File: src/hw/rtl/spr_pkg.sv
// ============================================================================
// spr_pkg: shared types and constants for the stream pattern replacer
// Holds the size constants, the payload structs of both channels, the
// configuration bundle and the control bundle that drives each holding cell.
// ============================================================================
package spr_pkg;

	// Longest pattern and replacement that the block supports.
	localparam int MAX_PAT_BYTES = 16;
	localparam int MAX_REP_BYTES = 16;

	// Width of the length fields in the configuration registers.
	localparam int LEN_W = 5;
	// Width of a configuration word and of the register index.
	localparam int CFG_DATA_W = 64;
	localparam int CFG_INDEX_W = 3;

	// Held byte count runs from 0 to MAX_PAT_BYTES.
	localparam int CNT_W = $clog2(MAX_PAT_BYTES + 1);
	// Index of one holding cell.
	localparam int IDX_W = $clog2(MAX_PAT_BYTES);
	// Replacement length and replacement byte index.
	localparam int REP_CNT_W = $clog2(MAX_REP_BYTES + 1);
	localparam int REP_IDX_W = (MAX_REP_BYTES > 1) ? $clog2(MAX_REP_BYTES) : 1;

	// Register indexes of the configuration port.
	localparam logic [CFG_INDEX_W-1:0] REG_PAT_LOW  = 3'd0;
	localparam logic [CFG_INDEX_W-1:0] REG_PAT_HIGH = 3'd1;
	localparam logic [CFG_INDEX_W-1:0] REG_PAT_LEN  = 3'd2;
	localparam logic [CFG_INDEX_W-1:0] REG_REP_LOW  = 3'd3;
	localparam logic [CFG_INDEX_W-1:0] REG_REP_HIGH = 3'd4;
	localparam logic [CFG_INDEX_W-1:0] REG_REP_LEN  = 3'd5;

	typedef struct packed {
		logic [7:0] in_byte;
		logic       end_of_stream;
	} in_item_t;

	typedef struct packed {
		logic [7:0] out_byte;
		logic       from_replacement;
		logic       run_last;
		logic       stream_done;
	} out_item_t;

	// Pattern and replacement as seen by the datapath, lengths already clamped.
	typedef struct packed {
		logic [8*MAX_PAT_BYTES-1:0] pattern;
		logic [CNT_W-1:0]           pat_len;
		logic [8*MAX_REP_BYTES-1:0] replacement;
		logic [REP_CNT_W-1:0]       rep_len;
	} cfg_t;

	// Per-cell control from the sequencer.
	typedef struct packed {
		logic load;        // take the incoming stream byte
		logic shift;       // take the neighbor's byte
		logic active;      // cell lies below the held count
		logic active_next; // cell lies below the held count after a shift
	} cell_ctl_t;

endpackage

File: src/hw/rtl/spr_regs.sv
// ============================================================================
// spr_regs: configuration registers
// Stores the pattern and replacement words and lengths written through the
// plain write port and presents them with the lengths clamped to range.
// ============================================================================
module spr_regs (
	input  logic                               clk,
	input  logic                               arst_n,
	input  logic                               cfg_we,
	input  logic [spr_pkg::CFG_INDEX_W-1:0]    cfg_index,
	input  logic [spr_pkg::CFG_DATA_W-1:0]     cfg_data,
	output spr_pkg::cfg_t                      cfg
);

	logic [spr_pkg::CFG_DATA_W-1:0] pat_low_q;
	logic [spr_pkg::CFG_DATA_W-1:0] pat_high_q;
	logic [spr_pkg::LEN_W-1:0]      pat_len_q;
	logic [spr_pkg::CFG_DATA_W-1:0] rep_low_q;
	logic [spr_pkg::CFG_DATA_W-1:0] rep_high_q;
	logic [spr_pkg::LEN_W-1:0]      rep_len_q;
	logic [2*spr_pkg::CFG_DATA_W-1:0] pat_full;
	logic [2*spr_pkg::CFG_DATA_W-1:0] rep_full;
	logic [spr_pkg::LEN_W-1:0]      pat_len_clamped;
	logic [spr_pkg::LEN_W-1:0]      rep_len_clamped;

	// A length of zero acts as one, a length above the maximum saturates.
	function automatic logic [spr_pkg::LEN_W-1:0] clamp_len(
		input logic [spr_pkg::LEN_W-1:0] v,
		input logic [spr_pkg::LEN_W-1:0] max_len
	);
		logic [spr_pkg::LEN_W-1:0] r;
		if (v == '0) begin
			r = spr_pkg::LEN_W'(1);
		end else if (v > max_len) begin
			r = max_len;
		end else begin
			r = v;
		end
		return r;
	endfunction

	always_ff @(posedge clk or negedge arst_n) begin
		if (!arst_n) begin
			pat_low_q  <= '0;
			pat_high_q <= '0;
			pat_len_q  <= spr_pkg::LEN_W'(1);
			rep_low_q  <= '0;
			rep_high_q <= '0;
			rep_len_q  <= spr_pkg::LEN_W'(1);
		end else if (cfg_we) begin
			case (cfg_index)
				spr_pkg::REG_PAT_LOW:  pat_low_q  <= cfg_data;
				spr_pkg::REG_PAT_HIGH: pat_high_q <= cfg_data;
				spr_pkg::REG_PAT_LEN:  pat_len_q  <= cfg_data[spr_pkg::LEN_W-1:0];
				spr_pkg::REG_REP_LOW:  rep_low_q  <= cfg_data;
				spr_pkg::REG_REP_HIGH: rep_high_q <= cfg_data;
				spr_pkg::REG_REP_LEN:  rep_len_q  <= cfg_data[spr_pkg::LEN_W-1:0];
				default: ;
			endcase
		end
	end

	always_comb begin
		pat_full = {pat_high_q, pat_low_q};
		rep_full = {rep_high_q, rep_low_q};
		pat_len_clamped = clamp_len(pat_len_q, spr_pkg::LEN_W'(spr_pkg::MAX_PAT_BYTES));
		rep_len_clamped = clamp_len(rep_len_q, spr_pkg::LEN_W'(spr_pkg::MAX_REP_BYTES));
		cfg.pattern     = pat_full[8*spr_pkg::MAX_PAT_BYTES-1:0];
		cfg.replacement = rep_full[8*spr_pkg::MAX_REP_BYTES-1:0];
		cfg.pat_len     = spr_pkg::CNT_W'(pat_len_clamped);
		cfg.rep_len     = spr_pkg::REP_CNT_W'(rep_len_clamped);
	end

endmodule

File: src/hw/rtl/spr_cell.sv
// ============================================================================
// spr_cell: one holding cell of the pattern chain
// Holds one held byte, loads the stream byte or its neighbor's byte, and
// compares both its own and its neighbor's byte with its pattern byte.
// ============================================================================
module spr_cell (
	input  logic               clk,
	input  spr_pkg::cell_ctl_t ctl,
	input  logic [7:0]         load_byte,
	input  logic [7:0]         next_byte,
	input  logic [7:0]         pat_byte,
	output logic [7:0]         held_byte,
	output logic               hit,
	output logic               hit_shift
);

	logic [7:0] data_q;

	always_ff @(posedge clk) begin
		if (ctl.load) begin
			data_q <= load_byte;
		end else if (ctl.shift) begin
			data_q <= next_byte;
		end
	end

	// An inactive cell never breaks the prefix match.
	assign held_byte = data_q;
	assign hit       = !ctl.active || (data_q == pat_byte);
	assign hit_shift = !ctl.active_next || (next_byte == pat_byte);

endmodule

File: src/hw/rtl/stream_pattern_replace.sv
// ============================================================================
// stream_pattern_replace: streaming search and replace on a byte stream
// Copies an input byte stream to its output and replaces every occurrence
// of a configured pattern by a configured replacement.
// ============================================================================
//
// Usage: each input transfer carries one stream byte and an end_of_stream
// flag. Bytes that may still start the pattern are held in a chain of
// cells; on a mismatch the oldest held byte is released and the rest is
// checked again, on a full match the replacement bytes are sent instead,
// and after an end_of_stream byte the held bytes are flushed unchanged.
// Each output transfer carries one byte; run_last marks the last byte that
// an input transfer caused, and stream_done the final byte of the stream.
// One item is worked on at a time. An item that only extends the held
// prefix is accepted and then checked once against the whole cell chain.
// Every released, flushed or replacement byte is sent in a step of its own;
// the check that finds a full match or the end of the stream is the same
// check that every item gets. The first result of an item is registered
// in the RUN state at the earliest, after the item's accept.
// The output register holds a result while out_stall is high, and the
// sequencer then waits; a new item is taken while the last result waits.
// Reset empties the chain and loads the register reset values.
//
module stream_pattern_replace (
	input  logic                            clk,
	input  logic                            arst_n,
	input  logic                            in_valid,
	output logic                            in_stall,
	input  spr_pkg::in_item_t               in_item,
	output logic                            out_valid,
	input  logic                            out_stall,
	output spr_pkg::out_item_t              out_item,
	input  logic                            cfg_we,
	input  logic [spr_pkg::CFG_INDEX_W-1:0] cfg_index,
	input  logic [spr_pkg::CFG_DATA_W-1:0]  cfg_data
);

	localparam int N = spr_pkg::MAX_PAT_BYTES;

	// IDLE waits for a byte, RUN checks the held prefix and releases bytes,
	// REPL sends the replacement and FLUSH empties the chain at stream end.
	typedef enum logic [1:0] {
		ST_IDLE,
		ST_RUN,
		ST_REPL,
		ST_FLUSH
	} state_t;

	state_t                          state_q;
	logic [spr_pkg::CNT_W-1:0]       count_q;
	logic [spr_pkg::REP_IDX_W-1:0]   rep_idx_q;
	logic                            eos_q;
	logic                            out_valid_q;
	spr_pkg::out_item_t              out_item_q;

	spr_pkg::cfg_t                   cfg;
	spr_pkg::cell_ctl_t              cell_ctl [N];
	logic [7:0]                      held [N];
	logic [N-1:0]                    hit_vec;
	logic [N-1:0]                    hit_shift_vec;

	logic                            slot_free;
	logic                            accept;
	logic                            emit;
	logic                            do_shift;
	logic                            prefix;
	logic                            shifted_ok;
	logic                            release_last;
	logic                            rep_last;
	logic [spr_pkg::CNT_W-1:0]       cnt_m1;
	logic [spr_pkg::IDX_W-1:0]       load_idx;
	logic [spr_pkg::CNT_W-1:0]       new_count;
	logic [7:0]                      rep_byte;

	spr_regs u_regs (
		.clk       (clk),
		.arst_n    (arst_n),
		.cfg_we    (cfg_we),
		.cfg_index (cfg_index),
		.cfg_data  (cfg_data),
		.cfg       (cfg)
	);

	// The chain of holding cells. Cell 0 holds the oldest byte; a shift
	// moves every byte one cell toward cell 0.
	for (genvar i = 0; i < N; i++) begin : g_cell
		logic [7:0] next_byte;

		if (i < N - 1) begin : g_inner
			assign next_byte = held[i+1];
		end else begin : g_end
			assign next_byte = '0;
		end

		always_comb begin
			cell_ctl[i].load        = accept && (spr_pkg::IDX_W'(i) == load_idx);
			cell_ctl[i].shift       = do_shift;
			cell_ctl[i].active      = spr_pkg::CNT_W'(i) < count_q;
			cell_ctl[i].active_next = spr_pkg::CNT_W'(i + 1) < count_q;
		end

		spr_cell u_cell (
			.clk       (clk),
			.ctl       (cell_ctl[i]),
			.load_byte (in_item.in_byte),
			.next_byte (next_byte),
			.pat_byte  (cfg.pattern[8*i +: 8]),
			.held_byte (held[i]),
			.hit       (hit_vec[i]),
			.hit_shift (hit_shift_vec[i])
		);
	end

	always_comb begin
		// The output register can take a new result this cycle.
		slot_free = !out_valid_q || !out_stall;
		accept    = in_valid && (state_q == ST_IDLE);

		// The held count never passes the last cell before the new byte goes in.
		if (count_q >= spr_pkg::CNT_W'(N)) begin
			load_idx = spr_pkg::IDX_W'(N - 1);
		end else begin
			load_idx = count_q[spr_pkg::IDX_W-1:0];
		end
		new_count = spr_pkg::CNT_W'(load_idx) + spr_pkg::CNT_W'(1);

		// The held bytes are a prefix of the pattern now, and after one
		// release. The second check tells whether a release ends the run.
		prefix     = (count_q <= cfg.pat_len) && (&hit_vec);
		cnt_m1     = count_q - spr_pkg::CNT_W'(1);
		shifted_ok = (cnt_m1 <= cfg.pat_len) && (&hit_shift_vec);

		// A release is the item's last result when the chain runs empty, or
		// when the rest is a partial match that neither completes nor flushes.
		release_last = (cnt_m1 == '0) ||
			(shifted_ok && (cnt_m1 != cfg.pat_len) && !eos_q);

		rep_byte = cfg.replacement[8*rep_idx_q +: 8];
		rep_last = (spr_pkg::REP_CNT_W'(rep_idx_q) + spr_pkg::REP_CNT_W'(1)) == cfg.rep_len;

		// A new result goes into the output register this cycle.
		emit = slot_free &&
			(((state_q == ST_RUN) && !prefix) || (state_q == ST_REPL) ||
			(state_q == ST_FLUSH));

		do_shift = slot_free &&
			(((state_q == ST_RUN) && !prefix) || (state_q == ST_FLUSH));
	end

	always_ff @(posedge clk or negedge arst_n) begin
		if (!arst_n) begin
			state_q     <= ST_IDLE;
			count_q     <= '0;
			rep_idx_q   <= '0;
			eos_q       <= 1'b0;
			out_valid_q <= 1'b0;
			out_item_q  <= '0;
		end else begin
			// A waiting result leaves once the receiver takes it, and a new
			// one may take its place in the same cycle.
			if (emit) begin
				out_valid_q <= 1'b1;
			end else if (slot_free) begin
				out_valid_q <= 1'b0;
			end

			case (state_q)
				ST_IDLE: begin
					if (accept) begin
						count_q <= new_count;
						eos_q   <= in_item.end_of_stream;
						state_q <= ST_RUN;
					end
				end
				ST_RUN: begin
					if (slot_free) begin
						if (prefix) begin
							if (count_q == cfg.pat_len) begin
								state_q <= ST_REPL;
							end else if (eos_q && (count_q != '0)) begin
								state_q <= ST_FLUSH;
							end else begin
								state_q <= ST_IDLE;
							end
						end else begin
							// Release the oldest held byte and check again.
							out_item_q.out_byte         <= held[0];
							out_item_q.from_replacement <= 1'b0;
							out_item_q.run_last         <= release_last;
							out_item_q.stream_done      <= release_last && eos_q;
							count_q                     <= cnt_m1;
						end
					end
				end
				ST_REPL: begin
					if (slot_free) begin
						out_item_q.out_byte         <= rep_byte;
						out_item_q.from_replacement <= 1'b1;
						out_item_q.run_last         <= rep_last;
						out_item_q.stream_done      <= rep_last && eos_q;
						if (rep_last) begin
							rep_idx_q <= '0;
							count_q   <= '0;
							state_q   <= ST_IDLE;
						end else begin
							rep_idx_q <= rep_idx_q + spr_pkg::REP_IDX_W'(1);
						end
					end
				end
				ST_FLUSH: begin
					if (slot_free) begin
						out_item_q.out_byte         <= held[0];
						out_item_q.from_replacement <= 1'b0;
						out_item_q.run_last         <= (count_q == spr_pkg::CNT_W'(1));
						out_item_q.stream_done      <= (count_q == spr_pkg::CNT_W'(1));
						count_q                     <= cnt_m1;
						if (count_q == spr_pkg::CNT_W'(1)) begin
							state_q <= ST_IDLE;
						end
					end
				end
				default: begin
					state_q <= ST_IDLE;
				end
			endcase
		end
	end

	assign in_stall  = (state_q != ST_IDLE);
	assign out_valid = out_valid_q;
	assign out_item  = out_item_q;

endmodule

File: config.mk
export PLATFORM = sky130hd
export DESIGN_NAME = stream_pattern_replace
export DESIGN_NICKNAME = d
export VERILOG_FILES = /design/src/hw/rtl/spr_pkg.sv /design/src/hw/rtl/spr_regs.sv /design/src/hw/rtl/spr_cell.sv /design/src/hw/rtl/stream_pattern_replace.sv
export SDC_FILE = /design/constraint.sdc
export NUM_CORES = 1
export LEC_CHECK = 0
export BUFFER_PORTS_ARGS = -buffer_cell sky130_fd_sc_hd__buf_2
export CAP_MARGIN = 15
export CORE_MARGIN = 5
export CORE_UTILIZATION = 60
export DETAILED_ROUTE_END_ITERATION = 6
export PLACE_DENSITY = 0.89
export SLEW_MARGIN = 10
export SYNTH_ARGS = -nofsm -noshare
export SYNTH_HDL_FRONTEND = slang
export SYNTH_SLANG_ARGS = --single-unit
export TNS_END_PERCENT = 1
File: constraint.sdc
create_clock -name clk -period 4.67 [get_ports clk]
set_clock_uncertainty 0.15 [all_clocks]
set_input_delay 0.934 -clock clk [delete_from_list [all_inputs] [get_ports clk]]
set_output_delay 0.934 -clock clk [all_outputs]
set_load 0.02 [all_outputs]
## After elaboration in Yosys (flattened, before gate mapping)

Cells that the tools add are included.

| word-level totals | value |
|---|---|
| bits of input ports | 81 |
| output and inout bits | 13 |
| bits in registers | 418 |
| logic and storage cells | 311 |

| cells by class | value |
|---|---|
| add/subtract/negate cells | 4 |
| shift operators | 1 |
| eq/ne operators | 66 |
| reductions and logical operators | 125 |
| magnitude comparators | 22 |
| muxes and demuxes | 62 |

Operator list:

| operator | count |
|---|---|
| 8-bit two-way mux | 32 |
| 8-bit == test | 31 |
| 128-bit by 8-bit variable part select with 8-bit output | 1 |
| 5-bit two-way mux | 10 |
| 11-bit two-way mux | 4 |
| 4-bit by 5-bit less-than comparator with 1-bit output (first input constant) | 8 |
| 1-bit logical OR | 37 |
| 2-bit nonzero test | 18 |
| 11-bit case mux with 3 select lines | 1 |
| 4-bit == test (first input constant) | 8 |
| 16-bit AND reduction | 2 |
| 1-bit logical AND | 27 |
| 1-bit zero test | 21 |
| 3-bit by 5-bit less-than comparator with 1-bit output (first input constant) | 4 |
| 5-bit case mux with 4 select lines | 1 |
| 2-bit two-way mux | 9 |
| 3-bit by 4-bit == test with 1-bit output (first input constant) | 4 |
| 2-bit AND reduction | 8 |
| 5-bit zero test | 3 |
| 2-bit != test (second input constant) | 7 |
| 4-bit by 1-bit adder with 5-bit output (second input constant) | 2 |
| 5-bit == test | 2 |
| 5-bit > comparator (second input constant) | 2 |
| 5-bit less-or-equal comparator | 2 |
| 28 further kinds | 36 |

## Logic depth before layout (Yosys ltp)

Gate-level depths: netlist of run 1.

| logic depth | value |
|---|---|
| depth after elaboration | 12 |
| gate-level depth with buffers | 13 |

## By module

From an unflattened synthesis of run 1, not the netlist that was laid out.

| unflattened totals | value |
|---|---|
| cell total of the unflattened synthesis | 1558 |
| area total of the unflattened synthesis | 22589.2 um^2 |

By module, submodules not included:

| module | area an instance (um^2) | times used | cells an instance |
|---|---|---|---|
| spr_regs | 10682.7 | 1 | 580 |
| spr_cell | 553.0 | 16 | 40 |
| stream_pattern_replace | 3057.9 | 1 | 338 |

## Worst setup path before layout of run 1

OpenSTA, ideal clock, no wires.

| path | value |
|---|---|
| kind | reg-to-reg |
| start | register u_regs.pat_len_q[1] (netlist name) |
| end | register g_cell[4].u_cell.data_q[0], enable pin |
| setup time | 0.308 ns |
| setup slack | 1.619 ns |
| clock period less this slack | 3.051 ns |
| cell stages (with the launch flop) | 14 |
| data arrival time | 2.593 ns |
| data required time | 4.212 ns |
| cell sequence | dfrtp_1 nor3_1 nor2_1 nor2_1 ha_1 inv_1 a21o_1 a221oi_1 o211ai_1 nor4_1 nand2_2 o21ai_2 buf_2 nand2_1 |

| on the way | value |
|---|---|
| longest elaborated chain between the ends | 10 |
| elaborated cells between the ends (all ways) | 11 |
| classes of those cells | order compare: 2; mux: 2; reduce/logical: 7 |

RTL lines:

| element | RTL line | RTL |
|---|---|---|
| from (decl) | spr_regs.sv:17 | `logic [spr_pkg::LEN_W-1:0] pat_len_q;` |
| from (signal assigned) | spr_regs.sv:46 | `pat_len_q <= spr_pkg::LEN_W'(1);` |
| from (signal assigned) | spr_regs.sv:54 | `spr_pkg::REG_PAT_LEN: pat_len_q <= cfg_data[spr_pkg::LEN_W-1:0];` |
| 5-bit > comparator | spr_regs.sv:34 | `end else if (v > max_len) begin` |
| 5-bit two-way mux | spr_regs.sv:34 |  |
| 5-bit two-way mux (*) | spr_regs.sv:32 | `if (v == '0) begin` |
| 5-bit less-or-equal comparator (*) | stream_pattern_replace.sv:129 | `prefix = (count_q <= cfg.pat_len) && (&hit_vec);` |
| 1-bit logical AND (*) | stream_pattern_replace.sv:129 |  |
| 1-bit zero test (*) | stream_pattern_replace.sv:147 | `(((state_q == ST_RUN) && !prefix) \|\| (state_q == ST_FLUSH));` |
| 1-bit logical AND (*) | stream_pattern_replace.sv:147 |  |
| 1-bit logical OR (*) | stream_pattern_replace.sv:147 |  |
| 1-bit logical AND (*) | stream_pattern_replace.sv:146 | `do_shift = slot_free &&` |
| 2-bit nonzero test (no source line) (*) | n/a |  |
| to (signal assigned) | spr_cell.sv:21 | `data_q <= load_byte;` |
| to (signal assigned) | spr_cell.sv:23 | `data_q <= next_byte;` |
| to (decl) | spr_cell.sv:17 | `logic [7:0] data_q;` |

Every way passes the cells marked *; elsewhere a longest branch is shown, timed or not.
A chain may end at the register's enable or synchronous reset.

## Worst setup path in the final report of run 1

| path | value |
|---|---|
| start | register count_q[2] (netlist name) |
| end | register g_cell[0].u_cell.data_q[2], enable pin |

| on the way | value |
|---|---|
| longest elaborated chain between the ends | 10 |
| elaborated cells between the ends (all ways) | 60 |
| classes of those cells | order compare: 18; mux: 1; reduce/logical: 41 |

RTL lines:

| element | RTL line | RTL |
|---|---|---|
| from (decl) | stream_pattern_replace.sv:50 | `logic [spr_pkg::CNT_W-1:0] count_q;` |
| from (signal assigned) | stream_pattern_replace.sv:170 | `count_q <= new_count;` |
| from (signal assigned) | stream_pattern_replace.sv:191 | `count_q <= cnt_m1;` |
| from (signal assigned) | stream_pattern_replace.sv:216 | `count_q <= cnt_m1;` |
| 1-bit by 5-bit less-than comparator with 1-bit output (tied with other cells) | stream_pattern_replace.sv:98 | `cell_ctl[i].active = spr_pkg::CNT_W'(i) < count_q;` |
| 1-bit zero test | spr_cell.sv:29 | `assign hit = !ctl.active \|\| (data_q == pat_byte);` |
| 1-bit logical OR | spr_cell.sv:29 |  |
| 16-bit AND reduction | stream_pattern_replace.sv:129 |  |
| 1-bit logical AND | stream_pattern_replace.sv:129 |  |
| 1-bit zero test | stream_pattern_replace.sv:147 |  |
| 1-bit logical AND | stream_pattern_replace.sv:147 |  |
| 1-bit logical OR | stream_pattern_replace.sv:147 |  |
| 1-bit logical AND | stream_pattern_replace.sv:146 |  |
| 2-bit nonzero test (no source line) (*) | n/a |  |
| to (signal assigned) | spr_cell.sv:21 |  |
| to (signal assigned) | spr_cell.sv:23 |  |
| to (decl) | spr_cell.sv:17 |  |

Marks and branches as above.

==> flow_metrics.env, run 1 <==
export IMPL_p_leak_nw=9.285
export IMPL_path_class="flop to flop"
export IMPL_cts_clk_slew_worst_paths_ps=60
export IMPL_powerDensity_nw_per_um2=627.1
export IMPL_cap_violations=0
export IMPL_netlist_area_um2=21010
export IMPL_dieArea_um2=38850
export IMPL_tns_ps=0
export IMPL_coreArea_um2=34540
export IMPL_synth_flop_cell="dfrtp_1"
export IMPL_numCtsBuffers=43
export IMPL_io_buffers=93
export IMPL_num_vias=13830
export IMPL_syn_nets=1604
export IMPL_grt_pass1_vias=14190
export IMPL_layoutNonFillerInstCount=2091
export IMPL_relSlewSlack=0.2616
export IMPL_synth_edf_count=128
export IMPL_initial_utilization=0.6081
export IMPL_chipWidth_um=197.1
export IMPL_worst_pin_slew_ps=1105
export IMPL_syn_avg_cell_area_um2=13.96
export IMPL_outcome="finished, final reports clean"
export IMPL_ios=94
export IMPL_finalPower_mw=14.67
export IMPL_hold_viol_final=0
export IMPL_netlist_area_leader_share=0.3431
export IMPL_root_buffer="clkbuf_16"
export IMPL_hold_path_depth=1
export IMPL_maxSlewViolCount=0
export IMPL_pre_cts_slack_ps=1002
export IMPL_timing_fmax_ghz=0.2609
export IMPL_area_growth_pct=11.35
export IMPL_drive_above_1_share=0.3872
export IMPL_cp_arrival_ps=3890
export IMPL_drc=0
export IMPL_hold_buffers=0
export IMPL_gp_congestion=0.9694
export IMPL_groute_usage_overall=0.3059
export IMPL_cts_tree="built"
export IMPL_clk_latency_ps=560
export IMPL_endpoint_kind="flop"
export IMPL_finalSetupViolCount=0
export IMPL_clockBufferDepth=3
export IMPL_ir_worst_vdd_mv=0.6195
export IMPL_wl_per_cell_um=28.27
export IMPL_yosysTopAreaCell="dfrtp_1"
export IMPL_synthCells=1505
export IMPL_antenna_found_initial=0
export IMPL_dp_cells=2011
export IMPL_htreeDepth=2
export IMPL_seq_area_frac_synth=0.5286
export IMPL_start_kind="flop"
export IMPL_grt_overflow_total=0
export IMPL_die_h_um=197.1
export IMPL_fin_ws_ps=836.5
export IMPL_crit_fanout=24
export IMPL_row_count=68
export IMPL_rsz0062_at_grt="false"
export IMPL_fin_crit_sh=0.8209
export IMPL_stdcell_area_um2=23390
export IMPL_placed_area_um2=21980
export IMPL_synth_area_leaders="dfrtp_1, mux2_2, edfxtp_1"
export IMPL_cts_resized=0
export IMPL_synth_async_reset_ratio=0.6938
export IMPL_ant_nets=0
export IMPL_ys_ff_latch=418
export IMPL_cts_sinks=418
export IMPL_grt_start_max_net_pins=124
export IMPL_min_period_ps=3833
export IMPL_cp_required_ps=4730
export IMPL_fillers=2372
export IMPL_hold_class="flop to flop"
export IMPL_nets=1700
export IMPL_routed_via_density=6.614
export IMPL_post_cts_buffers=0
export IMPL_drt_iter0_drc=1274
export IMPL_reg2reg_depth=9
export IMPL_place_hpwl_mm=42.36
export IMPL_drt_total_wl_mm=59.12
export IMPL_dr_pass1_iters=5
export IMPL_yosysWarnings=0
export IMPL_synthDistinctLibCells=61
export IMPL_grt_first_pass_wirelength_mm=89.33
cell type report:
cell class                      instances  area (um^2)  area share
Inverter                               19        71.32    0.003049
Clock buffer                           58         1204     0.05146
Clock inverter                         21        203.9    0.008719
Multi-Input combinational cell       1009         9619      0.4113
Timing Repair Buffer                  110        615.6     0.02632
Antenna cell                            1        2.502   0.0001070
Tap cell                              455        569.3     0.02434
Sequential cell                       418        11100      0.4748
sequential cells by signal, indices dropped and copies added, names as in the netlist, 2 cells and up:
| register | cells |
|---|---|
| count_q | 5 |
| g_cell.u_cell.held_byte | 128 |
| out_item | 11 |
| rep_idx_q | 4 |
| state_q | 2 |
| u_regs.pat_high_q | 64 |
| u_regs.pat_len_q | 5 |
| u_regs.pat_low_q | 64 |
| u_regs.rep_high_q | 64 |
| u_regs.rep_len_q | 5 |
| u_regs.rep_low_q | 64 |
cells in the mapped netlist (8+ instances only):
master / number
a21oi_1: 19
and2_1: 8
clkbuf_1: 53
dfrtp_1: 288
edfxtp_1: 128
ha_1: 18
inv_1: 19
mux2_2: 395
mux2_4: 8
mux4_2: 40
nand2_1: 46
nand3_1: 22
nand4_1: 40
nor2_1: 24
nor3_1: 10
nor4_1: 38
o21ai_0: 22
xnor2_1: 137
xor2_1: 114
layer usage:
layer / up-vias / share of wire / global-route usage / routed length, um
met5: - / 0 / 0 / 0
met4: 0 / 0.050 / 0.1315 / 2975
met3: 162 / 0.10 / 0.07317 / 5940
met2: 768 / 0.47 / 0.4875 / 27960
met1: 7141 / 0.38 / 0.4059 / 22250
li1: 5758 / - / - / -
path summary, 6_finish.rpt:
check                           slack (ps)                                 endpoint                     from
max in group asynchronous             2950        u_regs.pat_high_q[62]$_DFFE_PN0P_                   arst_n
worst max register to register         840  g_cell[0].u_cell.held_byte[2]$_DFFE_PP_   count_q[2]$_DFFE_PN0P_
worst min register to register         330                  out_item[1]$_DFFE_PN0P_  out_item[1]$_DFFE_PN0P_
worst min-delay path                   330                  out_item[1]$_DFFE_PN0P_  out_item[1]$_DFFE_PN0P_
worst max-delay path                   840  g_cell[0].u_cell.held_byte[2]$_DFFE_PP_   count_q[2]$_DFFE_PN0P_
min in group asynchronous              350         u_regs.rep_low_q[20]$_DFFE_PN0P_                   arst_n
critical path: stages, from the launching register on:
cell      delay [ps]
dfrtp_1          850
ha_1             350
and3_1           160
a221oi_1         330
o211ai_1         140
nor4_1           530
nand2_2          210
o21ai_2          150
buf_4            310
nand2_1          290
per-stage QoR:
stage,util,hold WS [ps]
2_1_floorplan,-,323.9
3_3_place_gp,0.6363,319.3
3_5_place_dp,0.6363,327.3
4_1_cts,0.6771,341.4
5_1_grt,0.6771,362.8
6_report,0.6771,334.6
where the power goes:
group,internal (mW),switching (mW)
Clock,1.99,1.45
Sequential,5.17,1.36
Combinational,2.37,2.34
placed cells by master, fill, tap and decap left out, types with 3 or more instances in the layout:
cell and n:
a21o_1 3, a21oi_1 19, a221o_1 3, a31oi_1 4, and2_1 8, and3_1 3
buf_2 92, buf_4 16, bufinv_16 3, clkbuf_1 9, clkbuf_16 44, clkbuf_8 5
clkinv_1 3, clkinv_2 9, clkinv_4 3, dfrtp_1 287, edfxtp_1 128, ha_1 18
inv_1 19, mux2_2 395, mux2_4 8, mux4_2 40, nand2_1 46, nand3_1 22
nand4_1 40, nand4b_1 4, nor2_1 24, nor2b_1 3, nor3_1 8, nor4_1 38
o21ai_0 22, o22ai_1 7, o31ai_1 4, xnor2_1 137, xor2_1 114
logic make-up after synthesis:
family | Yosys count | share of synthesized area
AO/OA/AOI/OAI | 84 | 0.02573
multiplexers | 445 | 0.2614
XOR/XNOR | 251 | 0.1047
adder cells (fa/ha/maj) | 19 | 0.01120
buffers and inverters | 78 | 0.01442
flip-flops | 418 | 0.5286
AND/OR/NAND/NOR | 210 | 0.05403
(Power assumes the default switching activity.)
==> inputs of run 2 (changes only) <==
- clock period: 4.67 -> 4 ns (I/O delays scaled with it)
==> run 2 against run 1 <==
  * Core utilization is 0.39 points higher
  * Hold slack worse by 220 ps
  * Clock-buffer cell count is 2 lower
  * Critical path depth is 4 higher
  * Final cell count is 0.72% higher
  * Sequential power is 16% higher
  * Power is 17% higher
  * Cell area is 0.58% higher
  * Combinational power is 20% higher
  * First-iteration DRC count is 12% higher
==> flow_metrics.env, run 2 (synthesis results as in run 1) <==
export IMPL_outcome="finished, final reports clean"
export IMPL_p_leak_nw=9.354
export IMPL_ios=94
export IMPL_cpMaxStageDelayCell="o21ai_4"
export IMPL_endpoint_kind="flop"
export IMPL_crit_top_cell="nor2_1"
export IMPL_finalPower_mw=17.20
export IMPL_ant_nets=0
export IMPL_chipWidth_um=197.1
export IMPL_die_h_um=197.1
export IMPL_max_stage_delay_ps=610
export IMPL_reg2reg_slack_ps=260
export IMPL_row_count=68
export IMPL_maxSlewViolCount=0
export IMPL_routed_via_density=6.515
export IMPL_rsz0062_at_grt="false"
export IMPL_num_vias=13720
export IMPL_dr_pass1_iters=5
export IMPL_cts_tree="built"
export IMPL_relSlewSlack=0.2634
export IMPL_r2r_start="u_regs.pat_len_q[1]$_DFFE_PN0P_"
export IMPL_pre_cts_slack_ps=-63.78
export IMPL_grt_util_met2=0.4820
export IMPL_hold_class="input pin to asynchronous set/reset pin"
export IMPL_antenna_found_initial=4
export IMPL_reg2reg_depth=13
export IMPL_hold_viol_final=0
export IMPL_io_buffers=93
export IMPL_crit_chain="nor3_1, nor2_1, nor2_1, ha_1, inv_1, a21o_1, a221oi_1, o211ai_1, nor4_1, buf_4, nand2_2, o21ai_4, nand2_1"
export IMPL_numCtsBuffers=43
export IMPL_tns_ps=0
export IMPL_ir_worst_vdd_mv=0.5927
export IMPL_grt_busiest_layer="met2"
export IMPL_cts_clk_slew_worst_paths_ps=60
export IMPL_nets=1714
export IMPL_root_buffer="clkbuf_16"
export IMPL_path_class="flop to flop"
export IMPL_drive_above_1_share=0.3921
export IMPL_dieArea_um2=38850
export IMPL_timing_fmax_ghz=0.2675
export IMPL_use_met3=0.08119
export IMPL_worst_pin_slew_ps=1103
export IMPL_fin_crit_sh=0.9347
export IMPL_stdcell_area_um2=23530
export IMPL_groute_usage_overall=0.3094
export IMPL_htreeDepth=2
export IMPL_largest_reg_flops=128
export IMPL_grt_pass1_vias=14380
export IMPL_layoutNonFillerInstCount=2106
export IMPL_grt_overflow_total=0
export IMPL_powerDensity_nw_per_um2=730.9
export IMPL_finalSetupViolCount=0
export IMPL_critPathTopFamily="compound AO/OA/AOI/OAI gates"
export IMPL_placed_area_um2=22130
export IMPL_gp_congestion=1.008
export IMPL_cap_violations=0
export IMPL_clockBufferDepth=3
export IMPL_cp_arrival_ps=3800
export IMPL_grtUsageMet1=0.4076
export IMPL_start_kind="flop"
export IMPL_dp_cells=2025
export IMPL_grt_first_pass_wirelength_mm=90.41
export IMPL_coreArea_um2=34540
export IMPL_final_cell_mix="mux2_2, dfrtp_1, xnor2_1"
export IMPL_clk_latency_ps=570
export IMPL_min_period_ps=3739
export IMPL_drc=0
export IMPL_drt_iter0_drc=1429
export IMPL_final_common_cell="mux2_2"
export IMPL_final_util=0.6811
export IMPL_crit_buf_inv=2
export IMPL_crit_fanout=16
export IMPL_fin_ws_ps=261.2
export IMPL_cts_sinks=418
export IMPL_place_hpwl_mm=43.14
export IMPL_area_growth_pct=12.00
export IMPL_cp_required_ps=4060
export IMPL_fillers=2345
export IMPL_initial_utilization=0.6081
export IMPL_rr_endpoint="g_cell[14].u_cell.held_byte[7]$_DFFE_PP_"
export IMPL_wl_per_cell_um=28.33
export IMPL_drt_total_wl_mm=59.66
export IMPL_whs_ps=112.2
export IMPL_grt_start_max_net_pins=94
run 2: per-layer routing:
layer | wire length [um] | vias up
li1 | - | 5780
met1 | 22340 | 7025
met2 | 27600 | 731
met3 | 6217 | 182
met4 | 3493 | 2
met5 | 7 | -
run 2: what timing repair did:
action / in CTS / in global routing
setup endpoints to repair: 124 / 0
hold buffers: 0 / 0
buffers inserted: 0 / 0
resized for setup: 1 / 0
run 2: worst reg2reg max path, stage by stage (launching register included):
cell	delay [ps]
dfrtp_1	400
nor3_1	180
nor2_1	60
nor2_1	170
ha_1	180
inv_1	40
a21o_1	170
a221oi_1	330
o211ai_1	140
nor4_1	300
buf_4	170
nand2_2	80
o21ai_4	610
nand2_1	420
run 2: worst max-delay path by stage:
stage                                             from                                           end  cells past startpoint
2_1_floorplan          u_regs.pat_len_q[1]$_DFFE_PN0P_       g_cell[4].u_cell.held_byte[0]$_DFFE_PP_                     13
3_3_place_gp   g_cell[6].u_cell.held_byte[3]$_DFFE_PP_       g_cell[5].u_cell.held_byte[7]$_DFFE_PP_                      8
3_5_place_dp           u_regs.pat_len_q[1]$_DFFE_PN0P_  g_cell[15].u_cell.held_byte[1]$_SDFFCE_PN0P_                     13
4_1_cts                u_regs.pat_len_q[1]$_DFFE_PN0P_  g_cell[15].u_cell.held_byte[2]$_SDFFCE_PN0P_                     13
5_1_grt                u_regs.pat_len_q[1]$_DFFE_PN0P_  g_cell[15].u_cell.held_byte[2]$_SDFFCE_PN0P_                     13
6_report               u_regs.pat_len_q[1]$_DFFE_PN0P_      g_cell[14].u_cell.held_byte[7]$_DFFE_PP_                     13
run 2: final cells by class:
cell class                      instances  area (um^2)  share of cell area
Timing Repair Buffer                  124        770.7             0.03276
Inverter                               19        71.32            0.003031
Clock buffer                           56         1166             0.04957
Clock inverter                         24        220.2            0.009360
Sequential cell                       418        11100              0.4720
Multi-Input combinational cell       1009         9622              0.4090
Tap cell                              455        569.3             0.02420
Antenna cell                            1        2.502           0.0001064
run 2: report_power, final:
group          switching [mW]  internal [mW]
clock network            1.72           2.27
registers                1.52           6.03
logic                    2.83           2.82
total                    6.07           11.1
